<file path="src/hdl/sorted_range_address_translator_defines.svh">
// Assertion macros for the segment translator RTL (used by the datapath, srat_dp).
// Relies on clk and rst being in scope where used.
`ifndef SORTED_RANGE_ADDRESS_TRANSLATOR_DEFINES_SVH
`define SORTED_RANGE_ADDRESS_TRANSLATOR_DEFINES_SVH

// same-cycle implication
`define SRAT_ASSERT_NOW(label, ante, cons) \
  label: assert property (@(posedge clk) disable iff (rst) (ante) |-> (cons)) \
    else $error("srat assertion failed");

// next-cycle implication
`define SRAT_ASSERT_NEXT(label, ante, cons) \
  label: assert property (@(posedge clk) disable iff (rst) (ante) |=> (cons)) \
    else $error("srat assertion failed");

`endif

</file>
<file path="src/hdl/srat_pkg.sv">
// Package for the segment translator: sizes, codes, entry record,
// controller states and the command/status structs. No dependencies.
`timescale 1ns / 1ps
package srat_pkg;

  localparam int MAX_SEG = 64;
  localparam int IDX_W   = $clog2(MAX_SEG);
  localparam int CNT_W   = $clog2(MAX_SEG + 1);
  localparam int PROBE   = 8;
  localparam int PROBE_W = $clog2(PROBE + 1);

  typedef enum logic [1:0] {
    OP_ADD      = 2'd0,
    OP_FINALIZE = 2'd1,
    OP_LOOKUP   = 2'd2,
    OP_UNUSED   = 2'd3
  } op_t;

  typedef enum logic [1:0] {
    ST_OK     = 2'd0,
    ST_REJECT = 2'd1,
    ST_MISS   = 2'd2,
    ST_NOTFIN = 2'd3
  } status_t;

  typedef struct packed {
    logic [63:0] start;
    logic [63:0] offset;
    logic [63:0] length;
  } seg_t;

  typedef enum logic [3:0] {
    S_IDLE, S_DISPATCH, S_ADD,
    S_FRD, S_FCHK,
    S_SRD, S_SKEY, S_SCMP_RD, S_SCMP,
    S_LRD, S_LCHK, S_PROBE, S_PSUB, S_PCHK,
    S_DONE
  } state_t;

  typedef enum logic [1:0] {
    RD_I, RD_J_M1, RD_I_M1
  } rd_sel_t;

  typedef enum logic [1:0] {
    WR_KEPT, WR_COUNT, WR_J_KEY, WR_J_RDQ
  } wr_sel_t;

  typedef struct packed {
    logic    capture;
    logic    rd_en;
    rd_sel_t rd_sel;
    logic    wr_en;
    wr_sel_t wr_sel;
    logic    i_clr;
    logic    i_one;
    logic    i_inc;
    logic    i_dec;
    logic    kept_clr;
    logic    kept_inc;
    logic    j_load;
    logic    j_dec;
    logic    step_clr;
    logic    step_inc;
    logic    key_load;
    logic    count_inc;
    logic    count_from_kept;
    logic    fin_set;
    logic    fin_clr;
    logic    into_load;
    logic    res_set;
    status_t res_code;
    logic    res_hit;
    logic    out_load;
  } cmd_t;

  typedef struct packed {
    op_t  op;
    logic add_bad;
    logic fin;
    logic look_miss;
    logic i_eq_count;
    logic j_zero;
    logic i_zero;
    logic step_done;
    logic fits;
    logic goes_before;
    logic start_le;
    logic hit;
    logic out_free;
  } flags_t;

endpackage

</file>
<file path="src/hdl/srat_ctrl.sv">
// Controller FSM for the segment translator: sequences add, finalize
// (filter pass + insertion sort) and lookup. Uses srat_pkg.
`timescale 1ns / 1ps
module srat_ctrl (
  input  logic             clk,
  input  logic             rst,
  input  logic             s_tvalid,
  output logic             s_tready,
  input  srat_pkg::flags_t flags,
  output srat_pkg::cmd_t   cmd
);

  srat_pkg::state_t state, state_next;

  always_ff @(posedge clk) begin
    if (rst) begin
      state <= srat_pkg::S_IDLE;
    end else begin
      state <= state_next;
    end
  end

  always_comb begin
    state_next = state;
    cmd        = '0;
    s_tready   = 1'b0;
    unique case (state)
      srat_pkg::S_IDLE: begin
        s_tready = 1'b1;
        if (s_tvalid) begin
          cmd.capture = 1'b1;
          state_next  = srat_pkg::S_DISPATCH;
        end
      end
      srat_pkg::S_DISPATCH: begin
        unique case (flags.op)
          srat_pkg::OP_ADD:      state_next = srat_pkg::S_ADD;
          srat_pkg::OP_FINALIZE: begin
            cmd.i_clr    = 1'b1;
            cmd.kept_clr = 1'b1;
            state_next   = srat_pkg::S_FRD;
          end
          srat_pkg::OP_LOOKUP: begin
            cmd.i_clr = 1'b1;
            if (!flags.fin) begin
              cmd.res_set  = 1'b1;
              cmd.res_code = srat_pkg::ST_NOTFIN;
              state_next   = srat_pkg::S_DONE;
            end else if (flags.look_miss) begin
              cmd.res_set  = 1'b1;
              cmd.res_code = srat_pkg::ST_MISS;
              state_next   = srat_pkg::S_DONE;
            end else begin
              state_next = srat_pkg::S_LRD;
            end
          end
          srat_pkg::OP_UNUSED: begin
            cmd.res_set  = 1'b1;
            cmd.res_code = srat_pkg::ST_REJECT;
            state_next   = srat_pkg::S_DONE;
          end
          default: state_next = srat_pkg::S_IDLE;
        endcase
      end
      srat_pkg::S_ADD: begin
        cmd.res_set = 1'b1;
        if (flags.add_bad) begin
          cmd.res_code = srat_pkg::ST_REJECT;
        end else begin
          cmd.res_code  = srat_pkg::ST_OK;
          cmd.wr_en     = 1'b1;
          cmd.wr_sel    = srat_pkg::WR_COUNT;
          cmd.count_inc = 1'b1;
          cmd.fin_clr   = 1'b1;
        end
        state_next = srat_pkg::S_DONE;
      end
      srat_pkg::S_FRD: begin
        if (flags.i_eq_count) begin
          cmd.count_from_kept = 1'b1;
          cmd.i_one           = 1'b1;
          state_next          = srat_pkg::S_SRD;
        end else begin
          cmd.rd_en  = 1'b1;
          cmd.rd_sel = srat_pkg::RD_I;
          state_next = srat_pkg::S_FCHK;
        end
      end
      srat_pkg::S_FCHK: begin
        if (flags.fits) begin
          cmd.wr_en    = 1'b1;
          cmd.wr_sel   = srat_pkg::WR_KEPT;
          cmd.kept_inc = 1'b1;
        end
        cmd.i_inc  = 1'b1;
        state_next = srat_pkg::S_FRD;
      end
      srat_pkg::S_SRD: begin
        // i runs from 1; an empty table also lands on i >= count here
        if (flags.i_eq_count || flags.i_zero) begin
          cmd.fin_set  = 1'b1;
          cmd.res_set  = 1'b1;
          cmd.res_code = srat_pkg::ST_OK;
          state_next   = srat_pkg::S_DONE;
        end else begin
          cmd.rd_en  = 1'b1;
          cmd.rd_sel = srat_pkg::RD_I;
          cmd.j_load = 1'b1;
          state_next = srat_pkg::S_SKEY;
        end
      end
      srat_pkg::S_SKEY: begin
        cmd.key_load = 1'b1;
        state_next   = srat_pkg::S_SCMP_RD;
      end
      srat_pkg::S_SCMP_RD: begin
        if (flags.j_zero) begin
          cmd.wr_en  = 1'b1;
          cmd.wr_sel = srat_pkg::WR_J_KEY;
          cmd.i_inc  = 1'b1;
          state_next = srat_pkg::S_SRD;
        end else begin
          cmd.rd_en  = 1'b1;
          cmd.rd_sel = srat_pkg::RD_J_M1;
          state_next = srat_pkg::S_SCMP;
        end
      end
      srat_pkg::S_SCMP: begin
        cmd.wr_en = 1'b1;
        if (flags.goes_before) begin
          cmd.wr_sel = srat_pkg::WR_J_KEY;
          cmd.i_inc  = 1'b1;
          state_next = srat_pkg::S_SRD;
        end else begin
          cmd.wr_sel = srat_pkg::WR_J_RDQ;
          cmd.j_dec  = 1'b1;
          state_next = srat_pkg::S_SCMP_RD;
        end
      end
      srat_pkg::S_LRD: begin
        cmd.step_clr = 1'b1;
        if (flags.i_eq_count) begin
          state_next = srat_pkg::S_PROBE;
        end else begin
          cmd.rd_en  = 1'b1;
          cmd.rd_sel = srat_pkg::RD_I;
          state_next = srat_pkg::S_LCHK;
        end
      end
      srat_pkg::S_LCHK: begin
        cmd.step_clr = 1'b1;
        if (flags.start_le) begin
          cmd.i_inc  = 1'b1;
          state_next = srat_pkg::S_LRD;
        end else begin
          state_next = srat_pkg::S_PROBE;
        end
      end
      srat_pkg::S_PROBE: begin
        if (flags.step_done || flags.i_zero) begin
          cmd.res_set  = 1'b1;
          cmd.res_code = srat_pkg::ST_MISS;
          state_next   = srat_pkg::S_DONE;
        end else begin
          cmd.rd_en  = 1'b1;
          cmd.rd_sel = srat_pkg::RD_I_M1;
          cmd.i_dec  = 1'b1;
          state_next = srat_pkg::S_PSUB;
        end
      end
      srat_pkg::S_PSUB: begin
        cmd.into_load = 1'b1;
        state_next    = srat_pkg::S_PCHK;
      end
      srat_pkg::S_PCHK: begin
        if (flags.hit) begin
          cmd.res_hit = 1'b1;
          state_next  = srat_pkg::S_DONE;
        end else begin
          cmd.step_inc = 1'b1;
          state_next   = srat_pkg::S_PROBE;
        end
      end
      srat_pkg::S_DONE: begin
        if (flags.out_free) begin
          cmd.out_load = 1'b1;
          state_next   = srat_pkg::S_IDLE;
        end
      end
      default: state_next = srat_pkg::S_IDLE;
    endcase
  end

endmodule

</file>
<file path="config.mk">
export PLATFORM = sky130hd
export DESIGN_NAME = srat_ctrl
export DESIGN_NICKNAME = d
export VERILOG_FILES = /design/src/hdl/sorted_range_address_translator_defines.svh /design/src/hdl/srat_pkg.sv /design/src/hdl/srat_ctrl.sv
export SDC_FILE = /design/constraint.sdc
export NUM_CORES = 1
export LEC_CHECK = 0
export BUFFER_PORTS_ARGS = -buffer_cell sky130_fd_sc_hd__buf_2
export CORE_UTILIZATION = 41
export CTS_CLUSTER_DIAMETER = 80
export CTS_CLUSTER_SIZE = 8
export DETAILED_ROUTE_END_ITERATION = 16
export PLACE_DENSITY = 0.84
export SKIP_LAST_GASP = 1
export SYNTH_ARGS = -nofsm -noshare
export SYNTH_HDL_FRONTEND = slang
export SYNTH_SLANG_ARGS = --single-unit
</file>
<file path="constraint.sdc">
create_clock -name clk -period 1.2 [get_ports clk]
set_input_delay 0 -clock clk [delete_from_list [all_inputs] [get_ports clk]]
set_output_delay 0 -clock clk [all_outputs]
set_load 0.05 [all_outputs]
</file>
==> metrics.md, run 1 <==
| Metric | Value |
|---|---|
| Status | `stopped before the end` |
| Fail Step | `clock tree synthesis` |
| Stop Error | `[ERROR DPL-0038] Utilization greater than 100%, impossible to legalize` |
| PortBufs | `45` |
| Root buffer cell | `clkbuf_4` |
| Die H | `48.7 microns` |
| Synth Warn # | `0` |
| GP Congestion | `0.972` |
| Initial core utilization | `44.7%` |
| Post-CTS Setup Bufs | `21` |
| CTS resizes | `123` |
| Asr flop ratio synth | `0%` |
| Gate Count Post-Synth | `roughly 130` |
| Clock tree buffer depth | `2` |
| Primary FF master, synth | `dfxtp_1` |
| Mapped Area | `895 sq um` |
| Cell Rows | `16` |
| Die W | `48.7 microns` |
| Post-placement cell area | `between 1500 and 2000 sq um` |
| Register area share after synthesis | `8.95%` |
| Post-Syn Nets | `152` |
| Place WS | `-323 ps` |
| Io pins | `46` |
| Placed Instances | `227` |
| CTS Hold Bufs | `1` |
| # H-tree levels | `1` |
| #FFs+latches synth | `4` |
| Cts bufs inserted | `3` |
| Clk sinks | `4` |
| DPL Wire Length | `3.01 mm` |
| Syn avg cell area | `between 6 and 7 sq um` |
| Post-synth EDFFs | `0` |
| Post-synth cell types | `47` |
## synth_stat cells (2+ instances only)
master	number	area (sq um)
a21boi_0	2	15.0
ha_1	4	50.1
nor2_1	11	41.3
or3_1	2	12.5
nor2b_1	6	37.5
a31oi_1	5	31.3
a21oi_1	4	20.0
nor3_1	5	25.0
o31ai_1	2	15.0
dfxtp_1	4	80.1
and2_1	2	12.5
nand3b_1	2	15.0
buf_2	6	30.0
inv_1	10	37.5
nand2b_1	8	50.1
buf_4	3	22.5
and3_1	8	50.1
nand2_1	10	37.5
or2_1	2	12.5
a21o_1	2	15.0
o22ai_1	4	25.0
nand3_1	3	15.0
buf_6	2	22.5
## per-stage QoR
step / setup TNS [ps] / hold WS, ps
after floorplan: -2510 / 61.4
after detailed placement: -3610 / 225
after global placement: -2710 / 206
## cell families after synthesis
| kind of cell | count (synthesis) | synth area share [%] |
|---|---|---|
| AND/OR/NAND/NOR | 67 | 42.4 |
| AO/OA/AOI/OAI | 34 | 29.5 |
| buffers and inverters | 21 | 12.6 |
| adder cells (fa/ha/maj) | 4 | 5.59 |
| flip-flops | 4 | 8.95 |
| XOR/XNOR | 1 | 0.979 |
==> inputs of run 2 (changes only) <==
- CORE_AREA: unset -> 2 2 63 65
- CORE_UTILIZATION: 41 -> unset
- CTS_CLUSTER_DIAMETER: 80 -> unset
- CTS_CLUSTER_SIZE: 8 -> unset
- DIE_AREA: unset -> 0 0 65 67
- PLACE_DENSITY: 0.84 -> unset
- PLACE_DENSITY_LB_ADDON: unset -> 0.15
- clock period: 1.2 -> 1.6 ns (I/O delays scaled with it)
==> metrics.md, run 2 <==
| Metric | Value |
|---|---|
| CP Capture Type | `primary output` |
| Yosys top cell area share | `just under 9%` |
| Largest stage delay on the critical path | `350 ps` |
| Unrepaired setup endpoints after global routing | `yes` |
| CTS clk-pin slew, worst paths | `30 ps` |
| Die H | `67 microns` |
| Post-synth cell types | `47` |
| DPL Wire Length | `approximately 2.6 mm` |
| Vias per Instance | `4.85` |
| Most frequent cell after synthesis | `nor2_1` |
| Max reg flops | `4` |
| Tot GR Track Use | `16.3%` |
| # H-tree levels | `1` |
| Setup Crit Path Kind | `reg2out` |
| CP Launch Type | `flip-flop` |
| Min-Delay Path Class | `in2reg` |
| GP Congestion | `0.789` |
| Pwr/cell area | `1930 nW/um^2` |
| Worst-Skew Late Latency | `220 ps` |
| Failing checks | `negative setup slack` |
| Largest regs | `state: 4 flops` |
| Leading area contributor after synthesis | `dfxtp_1` |
| Synth Warn # | `0` |
| # DRC | `0` |
| Top cells by area, synth | `dfxtp_1, and3_1, ha_1, nand2b_1, nor2_1` |
| Vias in the first global route | `1148` |
| Initial core utilization | `24.8%` |
| Clk sinks | `4` |
| Core ar. | `3610 sq um` |
| Top delay family on crit path | `simple AND/OR/NAND/NOR gates` |
| Final core occ | `41.8%` |
| Mapped Area | `895 sq um` |
| Cts bufs inserted | `3` |
| Die W | `between 60 and 70 microns` |
| Clock tree buffer depth | `2` |
| Largest net degree at the start of global routing | `20` |
| Final non-filler cell total | `243` |
| Status | `complete, but fails checks` |
| Achievable frequency | `593 MHz` |
| Syn avg cell area | `6.83 sq um` |
| Primary FF master, synth | `dfxtp_1` |
| Sw Share | `54.9%` |
| Total power | `2.91 mW` |
| CP bufs+invs | `3` |
| Placed Instances | `230` |
| P&R area growth vs syn | `68.5%` |
| Number of detailed-route iterations in the first pass | `4` |
| Cell internal pwr | `1.31 mW` |
| Place WS | `-8.51 ps` |
| WL per Instance | `14.2 microns` |
| Root buffer cell | `clkbuf_8` |
| Gate Count Post-Synth | `131` |
| Register area share after synthesis | `8.95%` |
| Fin crit share | `105%` |
| CP required | `roughly 1600 ps` |
| Most common cell after layout, fill and taps aside | `buf_2` |
| Die area | `4360 sq um` |
| Gate power share | `82.0%` |
| Wire length of the first global-routing pass | `5.49 mm` |
| Seq pwr share | `10.7%` |
| Reg2Reg Setup Slack | `-30 ps` |
| Gr ovfl total | `0` |
| Via count | `1179` |
| Biggest register | `state` |
| Sw power | `1.60 mW` |
| Max FO, Critical Path | `8` |
| Maximum VDD drop | `slightly above 0.4 mV` |
| Min cycle time layout | `1690 ps` |
| # diodes | `0` |
| Most frequent cells after synthesis | `nor2_1, inv_1, nand2_1` |
| Clk_skew | `1.55 ps` |
| Final setup TNS | `-202 ps` |
| Post-Syn Nets | `152` |
| Routed wl met2 | `1.66 mm` |
| Worst-margin pin slew | `around 380 ps` |
| Initial antenna violation count | `0` |
| Critical-path cell list | `buf_12 -> and2b_4 -> a32oi_2 -> inv_1 -> or3_1 -> buf_6` |
| Asr flop ratio synth | `0%` |
| Wirelength, routed | `3.45 mm` |
| CP arrival | `about 1700 ps` |
| Post-synth EDFFs | `0` |
| Final setup vio count | `4` |
| Cell Rows | `22` |
| Clock tree from TritonCTS | `yes` |
| Final WS setup | `-86.0 ps` |
| PortBufs | `45` |
| Max_slew headroom | `74.4%` |
| Max cap viols | `0` |
| Nets | `218` |
| Most frequent cells in the layout | `buf_2, buf_4, nor2_1, inv_1, nand2_1` |
| Max-slew violation count | `0` |
| Initial DRC Count | `55` |
| Met1 wire length | `1.55 mm` |
| Final hold violations | `0` |
| Slowest CP cell | `dfxtp_4` |
| #FFs+latches synth | `4` |
| Pleak | `0.750 nW` |
| Layout cells sized above 1 | `48.7%` |
| Io pins | `46` |
| Top Metal Used | `met4` |
| Post-route ant nets | `0` |
| Clock share of power | `7.4%` |
| Wire length on met3 | `206 microns` |
run 2: cell type report:
cell class              instances  area (sq um)
inverters                      10          37.5
repair buffers                 72           499
multi-input cells             106           774
fillers                       396          2100
well taps                      48          60.1
flip-flops and latches          4          95.1
clock buffers                   3          41.3
run 2: cell families after synthesis:
group           share of synthesized area [%]
compound gates                           29.5
xor+xnor                                0.979
fa+ha+maj                                5.59
buf+inv                                  12.6
flops                                    8.95
simple gates                             42.4
run 2: per-layer routing:
metal / track usage, % / vias to the layer above
met2: 27.8 / 41
li1: - / 596
met1: 21.2 / 537
met5: 0 / -
met3: 2.36 / 5
met4: 4.79 / 0
run 2: power groups by stage:
stage          logic (mW)  clock network [mW]  registers, mW
2_1_floorplan        1.57                   0          0.178
3_3_place_gp         2.04                   0          0.298
3_5_place_dp         2.03                   0          0.300
4_1_cts              2.29               0.213          0.325
5_1_grt              2.53               0.233          0.321
6_report             2.39               0.215          0.311
run 2: final timing paths:
path	from	to	cells after the start
worst max-delay path	state[3]	cmd[23]	6
worst min-delay path	flags[0]	state[3]	3
worst max register to register	state[3]	state[3]	6
worst min register to register	state[0]	state[0]	4
run 2: what timing repair did:
item,CTS,global route
hold endpoints to repair,1,0
hold buffers,1,0
endpoints found under the setup margin,18,13
setup buffers,5,3
cloned,1,0
gates resized for setup,17,8
pin swaps,2,2
run 2: tightest hold or removal path, cell delays in order:
cell	delay [ps]
buf_2	130
o32a_1	160
o21ai_1	50
run 2: through the flow:
step	instance area, sq um	hold WS, ps
5_1_grt	1510	198
4_1_cts	1470	168
6_report	1510	166
3_5_place_dp	1300	230
2_1_floorplan	951	62.0
3_3_place_gp	1300	230
Power figures use the tool's default switching activity.
